**config.mk**
```make
export PLATFORM = sky130hd
export DESIGN_NAME = c_subset_lexer
export DESIGN_NICKNAME = d
export VERILOG_FILES = /design/src/rtl/csl_pkg.sv /design/src/rtl/c_subset_lexer.sv
export SDC_FILE = /design/constraint.sdc
export NUM_CORES = 2
export LEC_CHECK = 0
export ABC_AREA = 1
export ABC_CLOCK_PERIOD_IN_PS = 9800
export BUFFER_PORTS_ARGS = -buffer_cell sky130_fd_sc_hd__buf_4
export CAP_MARGIN = 20
export CELL_PAD_IN_SITES_DETAIL_PLACEMENT = 2
export CELL_PAD_IN_SITES_GLOBAL_PLACEMENT = 2
export CORE_MARGIN = 2
export CORE_UTILIZATION = 40
export DETAILED_ROUTE_END_ITERATION = 8
export PLACE_DENSITY = 0.95
export SLEW_MARGIN = 25
export SYNTH_ARGS = -nofsm -noshare
export SYNTH_HDL_FRONTEND = slang
export SYNTH_SLANG_ARGS = --single-unit
export TNS_END_PERCENT = 1
```
**constraint.sdc**
```tcl
create_clock -name clk -period 9.8 [get_ports clk]
set_clock_uncertainty 0.15 [all_clocks]
set_input_delay 2.94 -clock clk [delete_from_list [all_inputs] [get_ports clk]]
set_output_delay 2.94 -clock clk [all_outputs]
set_load 0.1 [all_outputs]
```
**src/rtl/csl_pkg.sv**
```systemverilog
`timescale 1ns / 1ps
`default_nettype none
// ----------------------------------------------------------------------------
// csl_pkg
// Types, token kind codes and character helpers for the C subset lexer.
// ----------------------------------------------------------------------------
package csl_pkg;

  localparam int KW_MAX_LEN = 8;
  localparam int KW_BITS    = KW_MAX_LEN * 8;
  localparam int KW_COUNT   = 32;

  typedef enum logic [3:0] {
    MODE_IDLE, MODE_OP1, MODE_OP2, MODE_NUM, MODE_IDENT,
    MODE_STR, MODE_CHQ, MODE_CHESC, MODE_CHEND
  } mode_t;

  localparam logic [6:0] K_ARROW    = 7'd32;
  localparam logic [6:0] K_SHL_EQ   = 7'd48;
  localparam logic [6:0] K_SHL      = 7'd49;
  localparam logic [6:0] K_SHR_EQ   = 7'd52;
  localparam logic [6:0] K_SHR      = 7'd53;
  localparam logic [6:0] K_TILDE    = 7'd41;
  localparam logic [6:0] K_NUMBER   = 7'd58;
  localparam logic [6:0] K_STRING   = 7'd59;
  localparam logic [6:0] K_CHAR     = 7'd60;
  localparam logic [6:0] K_IDENT    = 7'd61;
  localparam logic [6:0] K_COMMA    = 7'd62;
  localparam logic [6:0] K_LPAREN   = 7'd63;
  localparam logic [6:0] K_RPAREN   = 7'd64;
  localparam logic [6:0] K_LBRACK   = 7'd65;
  localparam logic [6:0] K_RBRACK   = 7'd66;
  localparam logic [6:0] K_LBRACE   = 7'd67;
  localparam logic [6:0] K_RBRACE   = 7'd68;
  localparam logic [6:0] K_SEMI     = 7'd69;
  localparam logic [6:0] K_END      = 7'd70;
  localparam logic [6:0] K_INVALID  = 7'd71;
  localparam logic [6:0] K_UNCLOSED = 7'd72;
  localparam logic [6:0] NO_PAIR    = 7'd0;
  localparam logic [6:0] TO_DOUBLE  = 7'd1;

  localparam logic [30:0] NUM_MAX = 31'h7FFF_FFFF;

  typedef struct packed {
    logic        last;
    logic [15:0] column_number;
    logic [15:0] line_number;
    logic [15:0] text_length;
    logic [31:0] start_offset;
    logic [30:0] value;
    logic [6:0]  kind;
  } res_t;

  typedef struct packed {
    logic [15:0] line;
    logic [15:0] col;
  } pos_t;

  // Keyword names, last character in the low byte.
  localparam logic [63:0] KW_TEXT [KW_COUNT] = '{
    64'("auto"), 64'("break"), 64'("case"), 64'("char"), 64'("const"),
    64'("continue"), 64'("default"), 64'("do"), 64'("double"), 64'("else"),
    64'("enum"), 64'("extern"), 64'("float"), 64'("for"), 64'("goto"),
    64'("if"), 64'("int"), 64'("long"), 64'("register"), 64'("return"),
    64'("short"), 64'("signed"), 64'("sizeof"), 64'("static"), 64'("struct"),
    64'("switch"), 64'("typedef"), 64'("union"), 64'("unsigned"), 64'("void"),
    64'("volatile"), 64'("while")
  };

  function automatic pos_t advance(pos_t p, logic [7:0] b);
    pos_t r;
    r = p;
    if (b == 8'h0A) begin
      if (p.line != 16'hFFFF) r.line = p.line + 16'd1;
      r.col = 16'd1;
    end else if (b == 8'h09) begin
      r.col = (p.col > 16'hFFFB) ? 16'hFFFF : p.col + 16'd4;
    end else if (p.col != 16'hFFFF) begin
      r.col = p.col + 16'd1;
    end
    return r;
  endfunction

  function automatic logic [6:0] op_single(logic [7:0] f);
    case (f)
      "-":     return 7'd35;
      "+":     return 7'd38;
      "!":     return 7'd40;
      "/":     return 7'd43;
      "*":     return 7'd45;
      "%":     return 7'd47;
      "<":     return 7'd51;
      ">":     return 7'd55;
      "=":     return 7'd57;
      default: return K_INVALID;
    endcase
  endfunction

  function automatic logic [6:0] op_pair(logic [7:0] f, logic [7:0] b);
    case (f)
      "-":     return (b == ">") ? K_ARROW : (b == "-") ? 7'd33 : (b == "=") ? 7'd34 : NO_PAIR;
      "+":     return (b == "+") ? 7'd36 : (b == "=") ? 7'd37 : NO_PAIR;
      "!":     return (b == "=") ? 7'd39 : NO_PAIR;
      "/":     return (b == "=") ? 7'd42 : NO_PAIR;
      "*":     return (b == "=") ? 7'd44 : NO_PAIR;
      "%":     return (b == "=") ? 7'd46 : NO_PAIR;
      "<":     return (b == "<") ? TO_DOUBLE : (b == "=") ? 7'd50 : NO_PAIR;
      ">":     return (b == ">") ? TO_DOUBLE : (b == "=") ? 7'd54 : NO_PAIR;
      "=":     return (b == "=") ? 7'd56 : NO_PAIR;
      default: return NO_PAIR;
    endcase
  endfunction

  function automatic logic [7:0] escape_code(logic [7:0] b);
    case (b)
      "a":     return 8'd7;
      "b":     return 8'd8;
      "f":     return 8'd12;
      "n":     return 8'd10;
      "r":     return 8'd13;
      "t":     return 8'd9;
      "v":     return 8'd11;
      "\\":    return 8'd92;
      default: return 8'd0;
    endcase
  endfunction

  function automatic logic is_digit(logic [7:0] b);
    return (b >= "0") && (b <= "9");
  endfunction

  function automatic logic is_ident_start(logic [7:0] b);
    return ((b >= "a") && (b <= "z")) || ((b >= "A") && (b <= "Z")) || (b == "_");
  endfunction

  function automatic logic [6:0] ident_kind(logic [KW_BITS-1:0] w, logic [15:0] cnt);
    logic [6:0] k;
    k = K_IDENT;
    if (cnt <= 16'(KW_MAX_LEN)) begin
      for (int i = KW_COUNT - 1; i >= 0; i--) begin
        if (w == KW_BITS'(KW_TEXT[i])) k = 7'(i);
      end
    end
    return k;
  endfunction

endpackage
`default_nettype wire

```
**src/rtl/c_subset_lexer.sv**
```systemverilog
`timescale 1ns / 1ps
`default_nettype none
// ----------------------------------------------------------------------------
// c_subset_lexer
// Byte-serial lexer for a subset of C, one source byte per item.
// ----------------------------------------------------------------------------
// A token is registered into the four-entry result queue on the byte ending it.
// Throughput: one byte per cycle while the queue holds two entries or fewer;
// a byte that ends two tokens writes two entries, read out through one port.
// Reset: synchronous; scanner idle, position at offset 0, line 1, column 1,
// result queue empty.
module c_subset_lexer (
  input  wire          clk,
  input  wire          rst,
  input  wire          s_tvalid,
  output logic         s_tready,
  input  wire  [7:0]   s_tdata,   // ch
  input  wire          s_tuser,   // end_of_input
  output logic         m_tvalid,
  input  wire          m_tready,
  output logic [119:0] m_tdata,   // kind, value, start_offset, text_length,
                                  // line_number, column_number, zero fill
  output logic         m_tlast    // last
);
  import csl_pkg::*;

  mode_t               mode, mode_next;
  logic [KW_BITS-1:0]  window, window_next;
  logic [15:0]         cnt, cnt_next;
  logic [30:0]         acc, acc_next;
  logic [7:0]          cv, cv_next;
  logic [31:0]         pos, pos_next;
  logic [31:0]         ts, ts_next;
  pos_t                lc, lc_next;

  res_t                ra, rb, q0, q1;
  logic                va, vb;
  res_t                queue [4];
  logic [1:0]          wptr, rptr;
  logic [2:0]          count;
  logic                in_fire, out_fire;

  assign in_fire  = s_tvalid && s_tready;
  assign out_fire = m_tvalid && m_tready;
  assign s_tready = (count <= 3'd2);

  always_comb begin
    logic [7:0]  b;
    pos_t        adv;
    logic        consumed;
    logic [6:0]  k;
    logic [34:0] prod;
    b = s_tdata;
    adv = advance(lc, b);
    consumed = 1'b0;
    k = NO_PAIR;
    prod = '0;
    mode_next = mode;
    window_next = window;
    cnt_next = cnt;
    acc_next = acc;
    cv_next = cv;
    pos_next = pos;
    ts_next = ts;
    lc_next = lc;
    va = 1'b0;
    vb = 1'b0;
    ra = '0;
    rb = '0;
    ra.start_offset = ts;
    ra.line_number = adv.line;
    ra.column_number = adv.col;
    if (in_fire && !s_tuser) begin
      case (mode)
        MODE_OP1: begin
          k = op_pair(cv, b);
          if (k != NO_PAIR) begin
            consumed = 1'b1;
            if (k == TO_DOUBLE) begin
              mode_next = MODE_OP2;
            end else begin
              va = 1'b1;
              ra.kind = k;
              mode_next = MODE_IDLE;
            end
          end
        end
        MODE_OP2: begin
          if (b == "=") begin
            consumed = 1'b1;
            va = 1'b1;
            ra.kind = (cv == "<") ? K_SHL_EQ : K_SHR_EQ;
            mode_next = MODE_IDLE;
          end
        end
        MODE_NUM: begin
          if (is_digit(b)) begin
            consumed = 1'b1;
            prod = {1'b0, acc, 3'b0} + {3'b0, acc, 1'b0} + {27'b0, b - 8'h30};
            acc_next = (prod > 35'(NUM_MAX)) ? NUM_MAX : prod[30:0];
          end
        end
        MODE_IDENT: begin
          if (is_ident_start(b) || is_digit(b)) begin
            consumed = 1'b1;
            if (cnt < 16'(KW_MAX_LEN)) window_next = {window[KW_BITS-9:0], b};
            if (cnt != 16'hFFFF) cnt_next = cnt + 16'd1;
          end
        end
        MODE_STR: begin
          consumed = 1'b1;
          if (b == "\"") begin
            va = 1'b1;
            ra.kind = K_STRING;
            ra.text_length = cnt;
            mode_next = MODE_IDLE;
          end else if (cnt != 16'hFFFF) begin
            cnt_next = cnt + 16'd1;
          end
        end
        MODE_CHQ: begin
          consumed = 1'b1;
          if (b == "\\") begin
            mode_next = MODE_CHESC;
          end else begin
            cv_next = b;
            mode_next = MODE_CHEND;
          end
        end
        MODE_CHESC: begin
          consumed = 1'b1;
          cv_next = escape_code(b);
          mode_next = MODE_CHEND;
        end
        MODE_CHEND: begin
          consumed = 1'b1;
          va = 1'b1;
          ra.kind = K_CHAR;
          ra.value = {23'b0, cv};
          mode_next = MODE_IDLE;
        end
        default: ;
      endcase
      if (consumed) begin
        pos_next = pos + 32'd1;
        lc_next = adv;
      end
    end
    // Flush of the pending token, as it stands, before the current position moves.
    if (in_fire && !consumed && mode != MODE_IDLE) begin
      ra = '0;
      ra.start_offset = ts;
      ra.line_number = lc.line;
      ra.column_number = lc.col;
      va = 1'b1;
      case (mode)
        MODE_OP1: ra.kind = op_single(cv);
        MODE_OP2: ra.kind = (cv == "<") ? K_SHL : K_SHR;
        MODE_NUM: begin
          ra.kind = K_NUMBER;
          ra.value = acc;
        end
        MODE_IDENT: begin
          ra.kind = ident_kind(window, cnt);
          ra.text_length = cnt;
        end
        MODE_STR: begin
          ra.kind = K_UNCLOSED;
          ra.text_length = cnt;
        end
        default: begin
          ra.kind = K_CHAR;
          ra.value = {23'b0, cv};
        end
      endcase
      mode_next = MODE_IDLE;
    end
    rb.line_number = adv.line;
    rb.column_number = adv.col;
    rb.start_offset = pos;
    if (in_fire && s_tuser) begin
      vb = 1'b1;
      rb.kind = K_END;
      rb.line_number = lc.line;
      rb.column_number = lc.col;
      ts_next = pos;
      mode_next = MODE_IDLE;
    end else if (in_fire && !consumed) begin
      ts_next = pos;
      pos_next = pos + 32'd1;
      lc_next = adv;
      if (b == " " || b == 8'h09 || b == 8'h0A || b == 8'h0D || b == 8'h0B || b == 8'h0C) begin
        vb = 1'b0;
      end else if (op_single(b) != K_INVALID) begin
        cv_next = b;
        mode_next = MODE_OP1;
      end else if (is_digit(b)) begin
        acc_next = {23'b0, b - 8'h30};
        mode_next = MODE_NUM;
      end else if (is_ident_start(b)) begin
        window_next = {{(KW_BITS-8){1'b0}}, b};
        cnt_next = 16'd1;
        mode_next = MODE_IDENT;
      end else if (b == "\"") begin
        cnt_next = 16'd0;
        mode_next = MODE_STR;
      end else if (b == "'") begin
        cv_next = 8'd0;
        mode_next = MODE_CHQ;
      end else begin
        vb = 1'b1;
        case (b)
          "~":     rb.kind = K_TILDE;
          ",":     rb.kind = K_COMMA;
          "(":     rb.kind = K_LPAREN;
          ")":     rb.kind = K_RPAREN;
          "[":     rb.kind = K_LBRACK;
          "]":     rb.kind = K_RBRACK;
          "{":     rb.kind = K_LBRACE;
          "}":     rb.kind = K_RBRACE;
          ";":     rb.kind = K_SEMI;
          default: begin
            rb.kind = K_INVALID;
            rb.value = {23'b0, b};
          end
        endcase
      end
    end
    q0 = va ? ra : rb;
    q1 = rb;
    if (va && vb) q1.last = 1'b1;
    else q0.last = 1'b1;
  end

  always_ff @(posedge clk) begin
    if (rst) begin
      mode <= MODE_IDLE;
      window <= '0;
      cnt <= '0;
      acc <= '0;
      cv <= '0;
      pos <= '0;
      ts <= '0;
      lc <= '{line: 16'd1, col: 16'd1};
    end else begin
      mode <= mode_next;
      window <= window_next;
      cnt <= cnt_next;
      acc <= acc_next;
      cv <= cv_next;
      pos <= pos_next;
      ts <= ts_next;
      lc <= lc_next;
    end
  end

  always_ff @(posedge clk) begin
    if (va || vb) queue[wptr] <= q0;
    if (va && vb) queue[wptr + 2'd1] <= q1;
  end

  always_ff @(posedge clk) begin
    if (rst) begin
      wptr <= '0;
      rptr <= '0;
      count <= '0;
    end else begin
      wptr <= wptr + 2'(va) + 2'(vb);
      rptr <= rptr + 2'(out_fire);
      count <= count + 3'(va) + 3'(vb) - 3'(out_fire);
    end
  end

  assign m_tvalid = (count != 3'd0);
  assign m_tdata  = {2'b0, queue[rptr].column_number, queue[rptr].line_number,
                     queue[rptr].text_length, queue[rptr].start_offset,
                     queue[rptr].value, queue[rptr].kind};
  assign m_tlast  = queue[rptr].last;

endmodule
`default_nettype wire
```
### Word-level counts from Yosys, hierarchy flattened

Memories as Yosys holds them, arrays and structs flattened. A register that Yosys moved wholly into a read port is not among the register bits.
Cells that the tools add are included.

| storage, ports and cells | value |
|---|---|
| input port bits | 13 |
| memories | 1 |
| output and inout bits | 123 |
| memory bits (writable) | 476 |
| flip-flop bits (word level) | 226 |
| bits in latches | 0 |
| bits in read-only memories | 0 |

Memories:

| name | words | width | read ports | clocked after memory_dff | wr ports | RTL line | text |
|---|---|---|---|---|---|---|---|
| queue | 4 | 119 | 1 | 1 | 2 | c_subset_lexer.sv:38 | `res_t queue [4];` |

| cells by class | value |
|---|---|
| add/sub/neg operators | 15 |
| multiply operators | 0 |
| eq/ne operators | 89 |
| bitwise logic cells | 0 |
| reductions and logical operators | 30 |
| div/mod/pow operators | 0 |
| muxes and demuxes | 185 |
| $lt $le $gt $ge | 11 |
| shift-type cells | 0 |

Operators with widths:

| kind | count |
|---|---|
| $mux 64 | 10 |
| $eq 64x31->1 const B | 8 |
| $eq 64x47->1 const B | 8 |
| $eq 64x39->1 const B | 6 |
| $mux 32 | 11 |
| $mux 16 | 21 |
| $mux 31 | 10 |
| $mux 7 | 40 |
| $mux 38 | 7 |
| $eq 64x63->1 const B | 4 |
| $eq 8x6->1 const B | 25 |
| $pmux 7 s9 | 3 |
| $eq 64x15->1 const B | 2 |
| $eq 64x23->1 const B | 2 |
| $eq 64x55->1 const B | 2 |
| $mux 119 | 1 |
| $mux 118 | 1 |
| $eq 8x7->1 const B | 14 |
| $mux 6 | 17 |
| $mux 8 | 12 |
| $pmux 31 s2 | 1 |
| $pmux 7 s8 | 1 |
| $pmux 6 s9 | 1 |
| $mux 4 | 13 |
| 48 further kinds | 110 |

### Logic depth before layout (Yosys ltp)

| logic depth | value |
|---|---|
| word-level depth | 38 |
| gate-level depth with buffers | 25 |
| gate-level depth less buffers | 25 |

### Least setup slack after synthesis

OpenSTA, ideal clock, no wires.

| path | value |
|---|---|
| kind | input -> register |
| from | input port s_tdata[4] |
| to | memory queue[0][0] (netlist bit) (enable) |
| setup time | 0.441 ns |
| stages | 23 |
| buffers on the path | 2 |
| data arrival time | 6.992 ns |
| path slack | 2.217 ns |
| path through | inv_1 -> ha_1 -> inv_1 -> nor2_2 -> nand2_2 -> nand2_1 -> a21oi_2 -> inv_2 -> a21oi_2 -> nand2_1 -> nand2_1 -> nand3_2 -> nand2_2 -> nand2_4 -> nor2_2 -> nand2_2 -> nand2_4 -> nand2_8 -> nor2_8 -> inv_2 -> buf_2 -> buf_2 -> nand2_1 |

RTL lines:

| element | RTL line | text |
|---|---|---|
| from (decl) | c_subset_lexer.sv:17 | `input wire [7:0] s_tdata,` |
| to (decl) | c_subset_lexer.sv:38 |  |

==> run metrics <==
leading cell types in the layout, fill and taps excluded nand2_1 (975), nor2_1 (912), o21ai_0 (682); first drt pass iteration count 6; Remaining Overflow, GRT 0; worst path required time 9.95 ns; FF/Latch Area 0.01726 mm2; Top cell by count, worst path nand2_1; post-CTS resize count 0; Die Span X 319.7 um; critical path's slowest cell o21ai_4; die area 0.1022 mm2; # setup viols final 0; crit path kind in -> reg; fillcell total 11150; CTS clock-pin slew for the worst setup and hold paths 0.07 ns; fraction of the cycle the final worst path needs 86.57%; num rows 115; Initial Utilization 40.44%; Area Overhead vs Synth 11.89%; top cells by area, synth edfxtp_1 (24%), dfxtp_1 (19%), nand2_1 (9.2%); worst r2r src mode[2]; Pwr Density 336.1 mW/mm2; RSZ-0062 raised after global routing false; Avg Inst Size Synth 7.289 um2; clock sink count 702; Worst setup EP type flip-flop; clock buffer depth 3; Yosys cell types 67; core area 0.09856 mm2; share of layout cells above drive strength 1 7.430%; fin nets 5516; most common cell after layout, fill and taps aside nand2_1; register area share after synthesis 43.29%; DR WL/cell 33.21 um; post-synth design cell area 0.03986 mm2; dpl hpwl 125.7 mm; CP Cell Sequence buf_4 -> inv_1 -> ha_1 -> inv_1 -> nor3_1 -> nand2_1 -> nand3_1 -> nand2_1 -> nand3_2 -> nor2_4 -> nor2_1 -> inv_2 -> nand3_2 -> nand2_2 -> nand2_4 -> a21oi_4 -> inv_4 -> nand2_8 -> buf_4 -> o21ai_4 -> inv_4 -> buf_12 -> nand2_1 -> o21ai_0; Leakage 16.83 nW; CP arrival 8.64 ns; Hold Buf Count CTS 0; routability cong. 0.9993; port bufs 133; Worst Hold Launch queue[0][23]; largest net degree at the start of global routing 240; post-route ant nets 0; CTS tree yes; Slew HR 20.88%; I/O Pins 136; Slew @ Worst Pin 1.182 ns; Largest delay share family, worst path buffers and inverters; Synth Register Bits 702; Slew Limit Fails 0; Critical Path Max Stage Delay 0.68 ns; Hold Fails Final Rpt 0; routed vias 45780; CP startpoint s_tdata[4]; fraction of registers with async set or reset after synthesis 0%; min Tclk post-route 8.483 ns; Yosys top cell area share 24.11%; post-CTS setup buffers 0; Root Buffer clkbuf_16; Worst Path Max Fanout 91; vias per cell 6.754; Inserted Clock Buffers 82; CTS H-tree lvls 3; Worst setup SP type input port; Synth area leader edfxtp_1; global-route wire length before repair 333.9 mm; ys flop type dfxtp_1; area of the multi-input gates 0.01965 mm2; initial antenna violation count 12; Post-synth EDFFs 320; vias in the first global route 49720; VDD IR-drop max 0.3999 mV; setup TNS 0 ns; Die Span Y 319.7 um; maximum clock rate 117.9 MHz; Post-route DRC 0; Synth Warn # 0; Cells after Synth 5468; GRT Total Usage 42.91%; worst-skew pair later-pin latency 0.74 ns; status finished, final reports clean; Max-cap violations 0; CP Buf/Inv Count 8; 1st-iter DRT viols 5253; Finished Core Util 45.25%; Hold Crit Class reg -> reg; Routed WL 225.1 mm
synthesized netlist by cell type, types with 12 or more instances:
library cell,count
a21oi_1,248
dfxtp_1,382
inv_2,39
clkbuf_1,211
o21ai_0,683
edfxtp_1,320
nand2_1,979
nor4_1,44
nand3_1,182
xor2_1,38
buf_2,76
nor3_1,119
o21ai_1,256
a211oi_1,62
inv_1,400
o22ai_1,142
ha_1,72
nand4_1,79
o211ai_1,17
nor2_1,914
o31ai_1,12
logic make-up (layout without fill, tap and decap cells):
kind of cell | Yosys count | count (layout) | synth area share, %
compound gates | 1508 | 1508 | 20.73
xor+xnor | 45 | 45 | 0.9888
fa+ha+maj | 81 | 81 | 2.712
buf+inv | 760 | 782 | 7.543
flops | 702 | 702 | 43.29
other cells | 1 | 3 | 0.009408
simple gates | 2371 | 2371 | 24.72
registers in the layout (all words and copies together), names as in the netlist:
signal and flops:
ts 32, cnt 16, mode 4, queue 476, pos 32, window 64
cv 8, acc 31, wptr 2, lc 32, rptr 2, count 3
routing by layer:
layer / track usage, % / vias to the layer above / part of all wire, %
met5: 0 / - / 0.068
met3: 10.65 / 1187 / 8.7
met4: 31.74 / 24 / 8.5
met1: 47.95 / 23060 / 36
met2: 71.01 / 2962 / 47
li1: - / 18550 / -
area by class of cell:
cell class              count  share of cell area (%)
multi-input cells        4007                   44.06
flip-flops and latches    702                   38.71
clock buffers             115                   5.249
inverters                 450                   3.869
well taps                1287                   3.611
repair buffers            179                   3.224
clock inverters            38                   1.274
diodes                      1                0.005611
stage by stage:
step	std cells	hold WS (ns)	power (mW)	setup slack, ns	area, um2
after floorplan	5469	0.2907	8.903	2.217	39860
after global placement	6624	0.3003	10.52	1.552	41630
after detailed placement	6624	0.3086	10.92	1.067	41630
after CTS	6777	0.3390	14.71	1.240	44540
after global routing	6778	0.3609	15.23	1.188	44590
final	6779	0.3456	14.99	1.317	44600
worst min-delay path, cell delays in order (launching register included):
cell	delay, ns
dfxtp_1	0.33
nor2_1	0.05
nor2_1	0.08
where the power goes:
group,switching [mW],internal [mW],total (mW)
clock,1.59,1.98,3.57
combinational,5.88,1.25,7.13
sequential,0.509,3.78,4.29
path summary, 6_finish.rpt:
| path | to | slack, ns | depth (start not counted) |
|---|---|---|---|
| setup reg to reg | queue[1][13] | 2.94 | 21 |
| hold / removal | queue[0][23] | 0.35 | 2 |
| hold reg to reg | queue[0][23] | 0.35 | 2 |
| setup / recovery | queue[1][13] | 1.32 | 24 |
No activity file was read; power rests on OpenSTA's default activity.
